==> src/rtl/core/huffman_tree_bit_decoder_assert.svh <==
// assertion macros used by the decoder back end
`ifndef HUFFMAN_TREE_BIT_DECODER_ASSERT_SVH
`define HUFFMAN_TREE_BIT_DECODER_ASSERT_SVH

// same-cycle implication, clocked on i_clk, quiet while in reset
`define HUFD_ASSERT_NOW(label, ante, cons, msg) \
    label: assert property (@(posedge i_clk) disable iff (!i_rst_n) (ante) |-> (cons)) \
        else $error(msg);

// next-cycle implication
`define HUFD_ASSERT_NEXT(label, ante, cons, msg) \
    label: assert property (@(posedge i_clk) disable iff (!i_rst_n) (ante) |=> (cons)) \
        else $error(msg);

`endif

==> src/rtl/core/hufd_pkg.sv <==
package hufd_pkg;

    localparam int BITS_IN_BYTE = 8;
    localparam int BIT_IDX_W    = $clog2(BITS_IN_BYTE);
    localparam logic [7:0] END_SYMBOL = 8'hFF;

    typedef enum logic {
        OP_LOAD   = 1'b0,
        OP_DECODE = 1'b1
    } t_op;

    typedef enum logic [1:0] {
        KIND_SYMBOL = 2'd0,
        KIND_END    = 2'd1,
        KIND_ERROR  = 2'd2
    } t_kind;

    typedef struct packed {
        t_op        op;
        logic       start;
        logic [7:0] data;
    } t_cmd;

    typedef enum logic [1:0] {
        B_IDLE,
        B_STEP,
        B_RESOLVE,
        B_FLUSH
    } t_bstate;

endpackage

==> src/rtl/core/hufd_front.sv <==
module hufd_front (
    input  logic           i_clk,
    input  logic           i_rst_n,
    input  logic           i_valid,
    output logic           o_ready,
    input  logic           i_op,
    input  logic           i_tree_start,
    input  logic [7:0]     i_tree_entry,
    input  logic [7:0]     i_code_byte,
    output logic           o_cmd_valid,
    input  logic           i_cmd_ready,
    output hufd_pkg::t_cmd o_cmd
);

    import hufd_pkg::*;

    localparam int Q_DEPTH = 2;
    localparam int QPW     = $clog2(Q_DEPTH);
    localparam int QCW     = $clog2(Q_DEPTH + 1);

    t_cmd           r_slot [Q_DEPTH];
    logic [QPW-1:0] r_wptr;
    logic [QPW-1:0] r_rptr;
    logic [QCW-1:0] r_count;
    t_cmd           cmd_in;
    logic           push;
    logic           pop;

    // classify: one command word per item, payload picked by op
    always_comb begin
        cmd_in.op    = i_op ? OP_DECODE : OP_LOAD;
        cmd_in.start = !i_op && i_tree_start;
        cmd_in.data  = i_op ? i_code_byte : i_tree_entry;
    end

    assign o_ready     = (r_count != QCW'(Q_DEPTH));
    assign o_cmd_valid = (r_count != '0);
    assign o_cmd       = r_slot[r_rptr];
    assign push        = i_valid && o_ready;
    assign pop         = o_cmd_valid && i_cmd_ready;

    always_ff @(posedge i_clk) begin
        if (push) begin
            r_slot[r_wptr] <= cmd_in;
        end
    end

    always_ff @(posedge i_clk) begin
        if (!i_rst_n) begin
            r_wptr  <= '0;
            r_rptr  <= '0;
            r_count <= '0;
        end else begin
            if (push) begin
                r_wptr <= r_wptr + QPW'(1);
            end
            if (pop) begin
                r_rptr <= r_rptr + QPW'(1);
            end
            case ({push, pop})
                2'b10:   r_count <= r_count + QCW'(1);
                2'b01:   r_count <= r_count - QCW'(1);
                default: r_count <= r_count;
            endcase
        end
    end

endmodule

==> config.mk <==
export PLATFORM = sky130hd
export DESIGN_NAME = hufd_front
export DESIGN_NICKNAME = d
export VERILOG_FILES = /design/src/rtl/core/huffman_tree_bit_decoder_assert.svh /design/src/rtl/core/hufd_pkg.sv /design/src/rtl/core/hufd_front.sv
export SDC_FILE = /design/constraint.sdc
export NUM_CORES = 1
export LEC_CHECK = 0
export ABC_AREA = 1
export BUFFER_PORTS_ARGS = -buffer_cell sky130_fd_sc_hd__buf_2
export CAP_MARGIN = 20
export CORE_MARGIN = 2
export CORE_UTILIZATION = 40
export CTS_CLUSTER_DIAMETER = 150
export DETAILED_ROUTE_END_ITERATION = 16
export GPL_ROUTABILITY_DRIVEN = 0
export PLACE_DENSITY = 0.75
export SLEW_MARGIN = 20
export SYNTH_ARGS = -nofsm -noshare
export SYNTH_HDL_FRONTEND = slang
export SYNTH_SLANG_ARGS = --single-unit
export TNS_END_PERCENT = 50
==> constraint.sdc <==
create_clock -name i_clk -period 2.34 [get_ports i_clk]
set_input_delay 0.117 -clock i_clk [delete_from_list [all_inputs] [get_ports i_clk]]
set_output_delay 0.117 -clock i_clk [all_outputs]
set_load 0.02 [all_outputs]
==> run_summary.xml, run 1 <==
<?xml version="1.0" encoding="UTF-8"?>
<metrics>
  <group name="final_layout">
    <metric name="final_net_count" unit="">139</metric>
    <metric name="final_cell_mix" unit="">buf_2 (33), edfxtp_1 (20), mux2_2 (18)</metric>
    <metric name="drive_above_1_share" unit="%">53.9</metric>
    <metric name="mostFrequentLayoutCell" unit="">buf_2</metric>
    <metric name="area.growth.synth_to_final" unit="%">21.5</metric>
    <metric name="fin_area" unit="µm²">1320</metric>
    <metric name="fin_cells" unit="">145</metric>
    <metric name="antenna_cells" unit="">0</metric>
  </group>
  <group name="synthesis">
    <metric name="synth_fa_ha_area_share" unit="%">1.16</metric>
    <metric name="portion_of_netlist_area_occupied_by_mux_cells" unit="%">18.7</metric>
    <metric name="synth.yosys.seq_area_share" unit="%">64.7</metric>
    <metric name="synth_simple_gate_area_share" unit="%">9.25</metric>
    <metric name="synth.ff_latch_count" unit="">25</metric>
    <metric name="yosysTopAreaCellShare" unit="%">55.5</metric>
    <metric name="synth.distinct_cells" unit="">18</metric>
    <metric name="post_synth_inst_count" unit="">78</metric>
    <metric name="synthDominantAreaCellType" unit="">edfxtp_1</metric>
    <metric name="synth_warnings" unit="">0</metric>
    <metric name="post_synth_xor_area_fraction" unit="%">0</metric>
    <metric name="synth.top_cells.by_area" unit="">edfxtp_1 (55%), mux2_2 (19%), dfxtp_1 (9.2%), nor2_1 (3.8%), nand2_4 (2.1%)</metric>
    <metric name="synth_top_family_by_area" unit="">multiplexers</metric>
    <metric name="synth_compound_gate_area_share" unit="%">2.89</metric>
    <metric name="post_synth.cell_area_avg" unit="µm²">13.9</metric>
    <metric name="post_synth_instance_area" unit="µm²">1080</metric>
    <metric name="syn-num-nets" unit="">101</metric>
  </group>
  <group name="timing">
    <metric name="final_hold_viol_count" unit="">0</metric>
    <metric name="final.min_clock_period" unit="ns">1.58</metric>
    <metric name="worst_pin_slew" unit="ns">0.453</metric>
    <metric name="tns" unit="ns">0</metric>
    <metric name="max-slew-margin-rel" unit="%">69.7</metric>
    <metric name="final_max_slew_viol_count" unit="">0</metric>
    <metric name="maxClockFrequency" unit="MHz">631</metric>
    <metric name="timing.clock.skew" unit="ns">0.00191</metric>
    <metric name="hold_ws" unit="ns">0.0486</metric>
    <metric name="final_cycle_utilization_of_the_critical_path" unit="%">67.7</metric>
    <metric name="rsz0062_at_grt" unit="">false</metric>
    <metric name="setup_viol_count_final" unit="">0</metric>
  </group>
  <group name="pwr">
    <metric name="power.density_cell_area" unit="nW/µm²">840</metric>
    <metric name="total_leakage_power" unit="nW">0.544</metric>
    <metric name="clkPwrFrac" unit="%">16.3</metric>
    <metric name="seq_power_share" unit="%">53.7</metric>
    <metric name="cell_internal_pwr" unit="mW">0.752</metric>
    <metric name="max-vdd-ir-drop" unit="µV">509</metric>
    <metric name="power_frac_comb" unit="%">30.0</metric>
    <metric name="net_sw_share" unit="%">31.9</metric>
    <metric name="net-switching-power" unit="mW">0.353</metric>
    <metric name="totalPowerFinal" unit="mW">1.11</metric>
  </group>
  <group name="clock_network">
    <metric name="cts-root-buf" unit="">clkbuf_4</metric>
    <metric name="cts_sinks" unit="">25</metric>
    <metric name="htreeDepth" unit="">1</metric>
    <metric name="numCtsBuffers" unit="">3</metric>
    <metric name="ctsResizeCount" unit="">0</metric>
    <metric name="clock_insertion_delay_worst_skew" unit="ns">0.30</metric>
    <metric name="cts-hold-fix-buffers" unit="">0</metric>
    <metric name="cts_tree" unit="">done</metric>
    <metric name="post_cts.repair.setup_buffers" unit="">0</metric>
    <metric name="clk_path_buf_depth" unit="">2</metric>
    <metric name="cts.reportedPaths.clkPinSlew" unit="ns">0.13</metric>
  </group>
  <group name="worst_setup_path">
    <metric name="cp_max_fo" unit="">10</metric>
    <metric name="timing.critical_path.arrival" unit="ns">1.47</metric>
    <metric name="crit_path_start_kind" unit="">register</metric>
    <metric name="regToRegSetupSlack" unit="ns">0.93</metric>
    <metric name="worst_ep_required_time" unit="ns">2.22</metric>
    <metric name="worst_r2r_path_depth" unit="">9</metric>
    <metric name="worst_r2r_endpoint" unit="">r_count[1]$_SDFFE_PN0P_</metric>
    <metric name="reg2reg_from" unit="">r_count[0]$_SDFFE_PN0P_</metric>
    <metric name="worst-setup-path-type" unit="">register to primary output</metric>
    <metric name="worst_setup_path_end_kind" unit="">primary output</metric>
  </group>
  <group name="global_route">
    <metric name="grt_util_all_layers" unit="%">13.2</metric>
    <metric name="grt_pass1_vias" unit="">758</metric>
    <metric name="largest_net_degree_at_the_start_of_global_routing" unit="">15</metric>
    <metric name="grt_overflow" unit="">0</metric>
    <metric name="wire_length_of_the_first_global_routing_pass" unit="mm">3.27</metric>
    <metric name="antenna_violations_before_repair" unit="">0</metric>
  </group>
  <group name="floorplan">
    <metric name="die_h" unit="µm">56.0</metric>
    <metric name="die_area" unit="µm²">3140</metric>
    <metric name="fp-row-count" unit="">18</metric>
    <metric name="die_x" unit="µm">56.0</metric>
    <metric name="initial_utilization" unit="%">42.9</metric>
    <metric name="num_io_pins" unit="">34</metric>
    <metric name="fp.coreArea" unit="µm²">2520</metric>
  </group>
  <group name="detailed_routing">
    <metric name="detail_route.vias_per_cell" unit="">4.72</metric>
    <metric name="drt-initial-drc-count" unit="">12</metric>
    <metric name="antenna_left" unit="">0</metric>
    <metric name="post-route-drc-count" unit="">0</metric>
    <metric name="finalWirelength" unit="mm">1.81</metric>
    <metric name="via_count" unit="">684</metric>
    <metric name="detail_route.wl_per_cell" unit="µm">12.5</metric>
    <metric name="firstDrtPassIters" unit="">3</metric>
  </group>
  <group name="placed_design">
    <metric name="dp.final_hpwl" unit="mm">1.38</metric>
    <metric name="dp_cells" unit="">141</metric>
    <metric name="placed_area" unit="µm²">1290</metric>
    <metric name="count_of_input_and_output_buffers" unit="">33</metric>
  </group>
  <group name="job">
    <metric name="drv.max_cap_violation_count" unit="">0</metric>
  </group>
  <group name="hold_path">
    <metric name="holdPathStages" unit="">3</metric>
    <metric name="hold_path.startpoint" unit="">i_rst_n</metric>
    <metric name="min_path_type" unit="">primary input to register</metric>
    <metric name="hold_end" unit="">r_wptr$_SDFFE_PN0P_</metric>
  </group>
  <group name="status">
    <metric name="status" unit="">finished clean</metric>
  </group>
</metrics>
## how the worst max path moves through the flow
stage                     cells past startpoint                 endpoint  slack (ns)
after floorplan                               4   r_slot[0][0]$_DFFE_PP_        0.88
after detailed placement                      7  r_count[0]$_SDFFE_PN0P_        0.93
after CTS                                     2                 o_cmd[2]        0.72
after global placement                        9  r_count[1]$_SDFFE_PN0P_        1.05
after global routing                          2                 o_cmd[4]        0.67
final                                         2                 o_cmd[7]        0.76
## critical path, stage by stage (launching register included)
cell	delay, ns
dfxtp_1	0.62
mux2_2	0.39
buf_2	0.16
## per-layer routing
metal | part of all wire, % | track usage (%)
met1 | 40 | 15.8
met2 | 53 | 22.9
met3 | 6.4 | 3.02
met4 | 0.66 | 5.10
met5 | 0 | 0
## synthesized netlist by cell type
library cell / number
edfxtp_1: 20
mux2_2: 18
nor2_1: 11
dfxtp_1: 5
inv_1: 5
nand2_1: 5
a21oi_1: 2
nand2_4: 2
buf_2: 1
buf_4: 1
ha_1: 1
inv_2: 1
nand2_2: 1
nand3_1: 1
nand4_1: 1
o21a_1: 1
o21ai_0: 1
o21ai_2: 1
## stage by stage
stage / util (%) / setup slack, ns
after global placement: 51.0 / 1.05
after floorplan: - / 0.875
after CTS: 52.1 / 0.718
after detailed placement: 51.0 / 0.934
after global routing: 52.1 / 0.669
final: 52.1 / 0.756
## layout make-up
type	instances	area, µm²
multi-input combinational	45	347
fill	237	1210
clock buffer	3	22.5
inverter	6	22.5
sequential	25	701
timing repair buffer	35	180
tap	30	37.5
clock inverter	1	5.00
## logic make-up (layout without fill, tap and decap cells)
| family | count (synthesis) | in the layout |
|---|---|---|
| muxes | 18 | 18 |
| buffers and inverters | 8 | 45 |
| adders and majority gates | 1 | 1 |
| and+or+nand+nor | 21 | 21 |
| DFF | 25 | 25 |
| AOI/OAI and AO/OA | 5 | 5 |
## state kept, by name (all words and copies together) (netlist names), named ones only
name     count
r_count      2
r_rptr       1
r_slot      20
r_wptr       1
## power by group through the flow
stage / clock network (mW) / registers, mW / logic (mW)
finish: 0.180 / 0.593 / 0.331
global route: 0.205 / 0.601 / 0.370
CTS: 0.194 / 0.595 / 0.337
detailed placement: 0 / 0.605 / 0.336
global placement: 0 / 0.599 / 0.326
floorplan: 0 / 0.582 / 0.253
Power figures use the tool's default switching activity.
==> inputs of run 2 (changes only) <==
- ABC_AREA: 1 -> 0
- clock period: 2.34 -> 1.5 ns (I/O delays scaled with it)
==> run 2 against run 1 <==
- critical path depth up 3
- final area is 1.0% lower
- core utilization increased by 0.39 points
- critical path type is now register to register
- highest routed layer unchanged
- sequential power up 70%
==> run_summary.xml, run 2 <==
<?xml version="1.0" encoding="UTF-8"?>
<metrics>
  <group name="floorplan">
    <metric name="die_area" unit="µm²">3040</metric>
    <metric name="die_x" unit="µm">55.1</metric>
    <metric name="fp.coreArea" unit="µm²">2480</metric>
    <metric name="initial_utilization" unit="%">42.2</metric>
    <metric name="num_io_pins" unit="">34</metric>
    <metric name="fp-row-count" unit="">18</metric>
    <metric name="die_h" unit="µm">55.1</metric>
  </group>
  <group name="worst_setup_path">
    <metric name="worst_ep_required_time" unit="ns">1.74</metric>
    <metric name="cp_max_fo" unit="">5</metric>
    <metric name="worst_r2r_path_depth" unit="">5</metric>
    <metric name="setup.worst_path.start" unit="">r_count[0]$_SDFFE_PN0P_</metric>
    <metric name="crit_path_start_kind" unit="">register</metric>
    <metric name="timing.critical_path.arrival" unit="ns">1.67</metric>
    <metric name="regToRegSetupSlack" unit="ns">0.07</metric>
    <metric name="worst_r2r_endpoint" unit="">r_count[1]$_SDFFE_PN0P_</metric>
    <metric name="worst-setup-path-type" unit="">register to register</metric>
    <metric name="reg2reg_from" unit="">r_count[0]$_SDFFE_PN0P_</metric>
    <metric name="worst_setup_path_end_kind" unit="">register</metric>
  </group>
  <group name="final_layout">
    <metric name="largestRegisters" unit="">r_slot (20), r_count (2)</metric>
    <metric name="largest_register_ff_count" unit="">20</metric>
    <metric name="antenna_cells" unit="">0</metric>
    <metric name="final_cell_mix" unit="">buf_2 (33), edfxtp_1 (20), mux2_2 (18)</metric>
    <metric name="registers.top_by_ff_count" unit="">r_slot</metric>
    <metric name="drive_above_1_share" unit="%">61.8</metric>
    <metric name="fin_cells" unit="">132</metric>
    <metric name="mostFrequentLayoutCell" unit="">buf_2</metric>
    <metric name="area.growth.synth_to_final" unit="%">24.4</metric>
    <metric name="final_net_count" unit="">126</metric>
  </group>
  <group name="clock_network">
    <metric name="htreeDepth" unit="">1</metric>
    <metric name="cts_sinks" unit="">25</metric>
    <metric name="cts_tree" unit="">done</metric>
    <metric name="clk_path_buf_depth" unit="">2</metric>
    <metric name="cts-root-buf" unit="">clkbuf_4</metric>
    <metric name="numCtsBuffers" unit="">3</metric>
    <metric name="cts.reportedPaths.clkPinSlew" unit="ns">0.12</metric>
    <metric name="post_cts.repair.setup_buffers" unit="">0</metric>
    <metric name="clock_insertion_delay_worst_skew" unit="ns">0.30</metric>
  </group>
  <group name="detailed_routing">
    <metric name="antenna_left" unit="">0</metric>
    <metric name="firstDrtPassIters" unit="">4</metric>
    <metric name="finalWirelength" unit="mm">1.75</metric>
    <metric name="via_count" unit="">639</metric>
    <metric name="post-route-drc-count" unit="">0</metric>
    <metric name="detail_route.vias_per_cell" unit="">4.84</metric>
    <metric name="detail_route.wl_per_cell" unit="µm">13.2</metric>
    <metric name="drt-initial-drc-count" unit="">10</metric>
  </group>
  <group name="global_route">
    <metric name="wire_length_of_the_first_global_routing_pass" unit="mm">2.58</metric>
    <metric name="grt_overflow" unit="">0</metric>
    <metric name="largest_net_degree_at_the_start_of_global_routing" unit="">14</metric>
    <metric name="grt_util_all_layers" unit="%">12.2</metric>
    <metric name="antenna_violations_before_repair" unit="">0</metric>
    <metric name="grt_pass1_vias" unit="">631</metric>
  </group>
  <group name="timing">
    <metric name="timing.clock.skew" unit="ns">0.00296</metric>
    <metric name="final.min_clock_period" unit="ns">1.43</metric>
    <metric name="final_hold_viol_count" unit="">0</metric>
    <metric name="setup_viol_count_final" unit="">0</metric>
    <metric name="tns" unit="ns">0</metric>
    <metric name="worst_pin_slew" unit="ns">0.407</metric>
    <metric name="max-slew-margin-rel" unit="%">72.8</metric>
    <metric name="final_max_slew_viol_count" unit="">0</metric>
    <metric name="final_cycle_utilization_of_the_critical_path" unit="%">95.6</metric>
    <metric name="rsz0062_at_grt" unit="">false</metric>
    <metric name="maxClockFrequency" unit="MHz">697</metric>
  </group>
  <group name="pwr">
    <metric name="totalPowerFinal" unit="mW">2.05</metric>
    <metric name="seq_power_share" unit="%">49.4</metric>
    <metric name="power_frac_comb" unit="%">36.8</metric>
    <metric name="net-switching-power" unit="mW">0.674</metric>
    <metric name="cell_internal_pwr" unit="mW">1.37</metric>
    <metric name="max-vdd-ir-drop" unit="µV">953</metric>
    <metric name="total_leakage_power" unit="nW">0.515</metric>
    <metric name="power.density_cell_area" unit="nW/µm²">1570</metric>
    <metric name="clkPwrFrac" unit="%">13.8</metric>
    <metric name="net_sw_share" unit="%">32.9</metric>
  </group>
  <group name="synthesis">
    <metric name="synth.ff_latch_count" unit="">25</metric>
    <metric name="synth-edff-count" unit="">20</metric>
    <metric name="yosysTopAreaCellShare" unit="%">57.4</metric>
    <metric name="ys_top_cells_by_count" unit="">edfxtp_1 (20), mux2_2 (18), dfxtp_1 (5), nor2_1 (3)</metric>
    <metric name="yosys.cell_count.top_type" unit="">edfxtp_1</metric>
    <metric name="synth_warnings" unit="">0</metric>
    <metric name="postSynth.topFlopCell" unit="">edfxtp_1</metric>
    <metric name="synth.top_cells.by_area" unit="">edfxtp_1 (57%), mux2_2 (19%), dfxtp_1 (9.6%), xnor2_1 (1.7%), ha_1 (1.2%)</metric>
    <metric name="post_synth.cell_area_avg" unit="µm²">15.8</metric>
    <metric name="synthArstFlopShare" unit="%">0</metric>
    <metric name="syn-num-nets" unit="">89</metric>
    <metric name="synth.distinct_cells" unit="">20</metric>
    <metric name="post_synth_inst_count" unit="">66</metric>
    <metric name="synth.yosys.seq_area_share" unit="%">67.0</metric>
    <metric name="post_synth_instance_area" unit="µm²">1050</metric>
    <metric name="synthDominantAreaCellType" unit="">edfxtp_1</metric>
  </group>
  <group name="hold_path">
    <metric name="min_path_type" unit="">primary input to register</metric>
    <metric name="hold_path.startpoint" unit="">i_rst_n</metric>
    <metric name="holdPathStages" unit="">3</metric>
    <metric name="hold_end" unit="">r_rptr$_SDFFE_PN0P_</metric>
  </group>
  <group name="status">
    <metric name="status" unit="">finished clean</metric>
  </group>
  <group name="job">
    <metric name="drv.max_cap_violation_count" unit="">0</metric>
  </group>
  <group name="placed_design">
    <metric name="dp.final_hpwl" unit="mm">1.27</metric>
    <metric name="count_of_input_and_output_buffers" unit="">33</metric>
    <metric name="dp_cells" unit="">128</metric>
  </group>
</metrics>
==> run 2: cell types whose count changed after synthesis, moves of 2 or more <==
cell / previous run / this run
nor2_1: 11 / 3
xnor2_1: 0 / 2
inv_1: 5 / 2
nand2_4: 2 / 0
nand2_1: 5 / 1
==> run 2: metrics by stage <==
step / setup slack (ns) / cell area, µm² / util, % / hold WS (ns)
2_1_floorplan: 0.0499 / 1050 / - / 0.174
3_3_place_gp: 0.0813 / 1250 / 50.7 / 0.359
3_5_place_dp: -0.00912 / 1250 / 50.7 / 0.376
4_1_cts: 0.0350 / 1300 / 52.4 / 0.0358
5_1_grt: 0.0181 / 1300 / 52.5 / 0.0632
6_report: 0.0660 / 1300 / 52.5 / 0.0472
==> run 2: per-layer routing <==
metal | up-vias | wire length [µm] | global-route usage (%)
met4 | 0 | 12 | 6.10
met5 | - | 0 | 0
met2 | 23 | 941 | 24.0
met3 | 2 | 93 | 1.61
met1 | 299 | 700 | 12.5
li1 | 315 | - | -
==> run 2: power groups by stage <==
stage                     registers (mW)  clock network (mW)  logic, mW
after floorplan                    0.962                   0      0.570
after global placement              1.01                   0      0.711
after detailed placement            1.02                   0      0.734
after CTS                           1.01               0.298      0.761
after global routing                1.03               0.315      0.821
final                               1.01               0.282      0.754
==> run 2: cells by family (layout without fill, tap and decap cells) <==
kind of cell    after synthesis  in the layout  synth area share (%)
xor+xnor                      3              3                  2.51
flops                        25             25                  67.0
fa+ha+maj                     1              1                  1.20
mux                          18             18                  19.4
buf+inv                       4             40                  1.67
simple gates                 10             10                  5.15
compound gates                5              5                  3.11
==> run 2: critical path, stage by stage, from the launching register on <==
cell,delay (ns)
dfxtp_4,0.39
nand2b_4,0.15
nand2_2,0.08
ha_4,0.25
or3_1,0.36
a21oi_1,0.14
==> run 2: worst max-delay path by stage <==
stage | end | slack [ns]
global placement | r_count[1]$_SDFFE_PN0P_ | 0.08
detailed placement | r_count[1]$_SDFFE_PN0P_ | -0.009
finish | r_count[1]$_SDFFE_PN0P_ | 0.07
CTS | r_count[1]$_SDFFE_PN0P_ | 0.03
floorplan | r_count[1]$_SDFFE_PN0P_ | 0.05
global route | r_count[1]$_SDFFE_PN0P_ | 0.02
==> run 2: repair_timing <==
item,in CTS,in global routing
hold endpoints to repair,0,0
hold buffers,0,0
pin swaps,0,0
endpoints found under the setup margin,11,1
gates resized for setup,3,2
==> run 2: layout make-up <==
cell class,instances,area [µm²]
sequential,25,707
tap,30,37.5
inverter,2,7.51
multi-input combinational,37,350
timing repair buffer,34,173
clock buffer,4,26.3
fill,227,1180
==> inputs of run 3 (changes only) <==
--- a/config.mk
+++ b/config.mk
@@ -11,5 +11,4 @@
 export CORE_MARGIN = 2
 export CORE_UTILIZATION = 40
-export CTS_CLUSTER_DIAMETER = 150
 export DETAILED_ROUTE_END_ITERATION = 16
 export GPL_ROUTABILITY_DRIVEN = 0
==> constraint.sdc (replaced) <==
create_clock -name i_clk -period 1.5 [get_ports i_clk]
set_input_delay 0.3 -clock i_clk [delete_from_list [all_inputs] [get_ports i_clk]]
set_output_delay 0.3 -clock i_clk [all_outputs]
set_load 0.02 [all_outputs]
==> run 3 against run 2 <==
- the flow now finishes with violations (setup timing)
- first-iteration DRC count decreased by 10%
- critical path depth decreased by 2
- sequential share of layout area is 5.4 points lower
- non-clock buffer count up 2
- hold slack better by 0.22 ns
- fmax down 9.6%
- global-route usage grew 0.90 points
- sequential power hardly changed
- largest power group is now combinational cells
==> run_summary.xml, run 3 (synthesized netlist as in run 2, its figures left out) <==
<?xml version="1.0" encoding="UTF-8"?>
<metrics>
  <group name="clock_network">
    <metric name="htreeDepth" unit="">1</metric>
    <metric name="numCtsBuffers" unit="">3</metric>
    <metric name="cts_sinks" unit="">25</metric>
    <metric name="cts_tree" unit="">done</metric>
    <metric name="clock_insertion_delay_worst_skew" unit="ns">0.31</metric>
    <metric name="clk_path_buf_depth" unit="">2</metric>
    <metric name="cts-root-buf" unit="">clkbuf_4</metric>
    <metric name="cts-hold-fix-buffers" unit="">0</metric>
    <metric name="cts.reportedPaths.clkPinSlew" unit="ns">0.12</metric>
  </group>
  <group name="timing">
    <metric name="final_max_slew_viol_count" unit="">0</metric>
    <metric name="maxClockFrequency" unit="MHz">631</metric>
    <metric name="layout_setup_ws" unit="ns">-0.0859</metric>
    <metric name="setup_viol_count_final" unit="">10</metric>
    <metric name="worst_pin_slew" unit="ns">0.383</metric>
    <metric name="max-slew-margin-rel" unit="%">74.4</metric>
    <metric name="final_hold_viol_count" unit="">0</metric>
    <metric name="final.min_clock_period" unit="ns">1.59</metric>
    <metric name="rsz0062_at_grt" unit="">true</metric>
    <metric name="final_cycle_utilization_of_the_critical_path" unit="%">106</metric>
    <metric name="tns" unit="ns">-0.674</metric>
    <metric name="timing.clock.skew" unit="ns">0.00622</metric>
  </group>
  <group name="global_route">
    <metric name="largest_net_degree_at_the_start_of_global_routing" unit="">14</metric>
    <metric name="grt_util_met1" unit="%">14.0</metric>
    <metric name="grt_use_met3" unit="%">3.23</metric>
    <metric name="wire_length_of_the_first_global_routing_pass" unit="mm">2.62</metric>
    <metric name="gr-max-usage-layer" unit="">met2</metric>
    <metric name="grt_util_all_layers" unit="%">13.1</metric>
    <metric name="met2_usage" unit="%">23.0</metric>
    <metric name="antenna_violations_before_repair" unit="">0</metric>
    <metric name="grt_overflow" unit="">0</metric>
    <metric name="grt_pass1_vias" unit="">640</metric>
  </group>
  <group name="status">
    <metric name="status" unit="">finished with violations</metric>
    <metric name="violations" unit="">setup timing</metric>
  </group>
  <group name="final_layout">
    <metric name="final_cell_mix" unit="">buf_2 (23), edfxtp_1 (20), mux2_4 (10), buf_6 (10), mux2_2 (8)</metric>
    <metric name="largest_register_ff_count" unit="">20</metric>
    <metric name="area.growth.synth_to_final" unit="%">38.5</metric>
    <metric name="final_net_count" unit="">128</metric>
    <metric name="ff_latch_area" unit="µm²">709</metric>
    <metric name="n_fill_cell" unit="">206</metric>
    <metric name="multi_input_comb_area" unit="µm²">388</metric>
    <metric name="drive_above_1_share" unit="%">62.5</metric>
    <metric name="largestRegisters" unit="">r_slot (20), r_count (2)</metric>
    <metric name="antenna_cells" unit="">0</metric>
    <metric name="finish.utilization" unit="%">58.5</metric>
    <metric name="registers.top_by_ff_count" unit="">r_slot</metric>
    <metric name="fin_area" unit="µm²">1450</metric>
    <metric name="mostFrequentLayoutCell" unit="">buf_2</metric>
  </group>
  <group name="floorplan">
    <metric name="fp.coreArea" unit="µm²">2480</metric>
    <metric name="die_h" unit="µm">55.1</metric>
    <metric name="initial_utilization" unit="%">42.2</metric>
    <metric name="num_io_pins" unit="">34</metric>
    <metric name="fp-row-count" unit="">18</metric>
    <metric name="die_x" unit="µm">55.1</metric>
    <metric name="die_area" unit="µm²">3040</metric>
  </group>
  <group name="worst_setup_path">
    <metric name="reg2reg_from" unit="">r_count[0]$_SDFFE_PN0P_</metric>
    <metric name="worst-setup-path-type" unit="">register to primary output</metric>
    <metric name="worst_ep_required_time" unit="ns">1.20</metric>
    <metric name="cp_max_fo" unit="">5</metric>
    <metric name="timing.critical_path.arrival" unit="ns">1.29</metric>
    <metric name="crit_path_start_kind" unit="">register</metric>
    <metric name="worst_setup_path_end_kind" unit="">primary output</metric>
  </group>
  <group name="pwr">
    <metric name="net_sw_share" unit="%">31.3</metric>
    <metric name="totalPowerFinal" unit="mW">2.37</metric>
    <metric name="max-vdd-ir-drop" unit="µV">1180</metric>
    <metric name="seq_power_share" unit="%">42.0</metric>
    <metric name="cell_internal_pwr" unit="mW">1.63</metric>
    <metric name="power.density_cell_area" unit="nW/µm²">1640</metric>
    <metric name="total_leakage_power" unit="nW">0.591</metric>
    <metric name="net-switching-power" unit="mW">0.743</metric>
    <metric name="clkPwrFrac" unit="%">11.9</metric>
    <metric name="power_frac_comb" unit="%">46.1</metric>
  </group>
  <group name="hold_path">
    <metric name="hold_path.startpoint" unit="">i_rst_n</metric>
    <metric name="min_path_type" unit="">primary input to register</metric>
  </group>
  <group name="detailed_routing">
    <metric name="detail_route.vias_per_cell" unit="">4.93</metric>
    <metric name="via_count" unit="">661</metric>
    <metric name="post-route-drc-count" unit="">0</metric>
    <metric name="antenna_left" unit="">0</metric>
    <metric name="firstDrtPassIters" unit="">3</metric>
    <metric name="drt-initial-drc-count" unit="">9</metric>
    <metric name="detail_route.wl_per_cell" unit="µm">13.2</metric>
    <metric name="finalWirelength" unit="mm">1.77</metric>
  </group>
  <group name="placed_design">
    <metric name="placed_area" unit="µm²">1270</metric>
    <metric name="pre_cts_ws" unit="ns">0.000943</metric>
    <metric name="dp.final_hpwl" unit="mm">1.24</metric>
    <metric name="count_of_input_and_output_buffers" unit="">33</metric>
  </group>
  <group name="job">
    <metric name="drv.max_cap_violation_count" unit="">0</metric>
  </group>
</metrics>
run 3: cell types whose count changed in the layout (fill, tap and decap cells not counted), sizes merged:
cell    before  now
buf         34   35
clkbuf       4    5
run 3: power by group through the flow:
stage / clock network, mW / logic (mW) / registers (mW)
floorplan: 0 / 0.570 / 0.962
global placement: 0 / 0.791 / 0.974
detailed placement: 0 / 0.819 / 0.984
CTS: 0.300 / 0.851 / 0.978
global route: 0.331 / 1.17 / 1.01
finish: 0.282 / 1.09 / 0.995
run 3: path summary, 6_finish.rpt:
path	cells after the start	endpoint	slack [ns]
hold / removal	3	r_rptr$_SDFFE_PN0P_	0.27
setup / recovery	3	o_cmd[3]	-0.09
hold reg to reg	2	r_count[1]$_SDFFE_PN0P_	0.54
setup reg to reg	5	r_count[1]$_SDFFE_PN0P_	0.03
run 3: repair_timing:
action,in CTS,in global routing
resized for setup,4,32
gates cloned,0,1
endpoints found under the setup margin,11,11
pin swaps,0,0
setup buffers,0,0
run 3: critical path, cell delays in order (launching register included):
cell and delay [ns]:
dfxtp_4 0.39, clkbuf_16 0.15, mux2_4 0.30, buf_6 0.13
run 3: per-stage QoR:
stage	instances	hold WS [ns]
after detailed placement	129	0.515
after CTS	133	0.259
after global routing	134	0.282
after floorplan	66	0.399
final	134	0.268
after global placement	129	0.511
run 3: area by class of cell:
class                   count  area share (%)
clock buffers               4            1.81
flip-flops and latches     25            49.0
multi-input cells          37            26.8
well taps                  30            2.59
repair buffers             36            19.3
inverters                   2           0.518
run 3: routing by layer:
metal	share of wire [%]	vias up
met5	0	-
met4	1.0	0
met3	5.7	2
met2	53	23
met1	41	317
li1	-	319
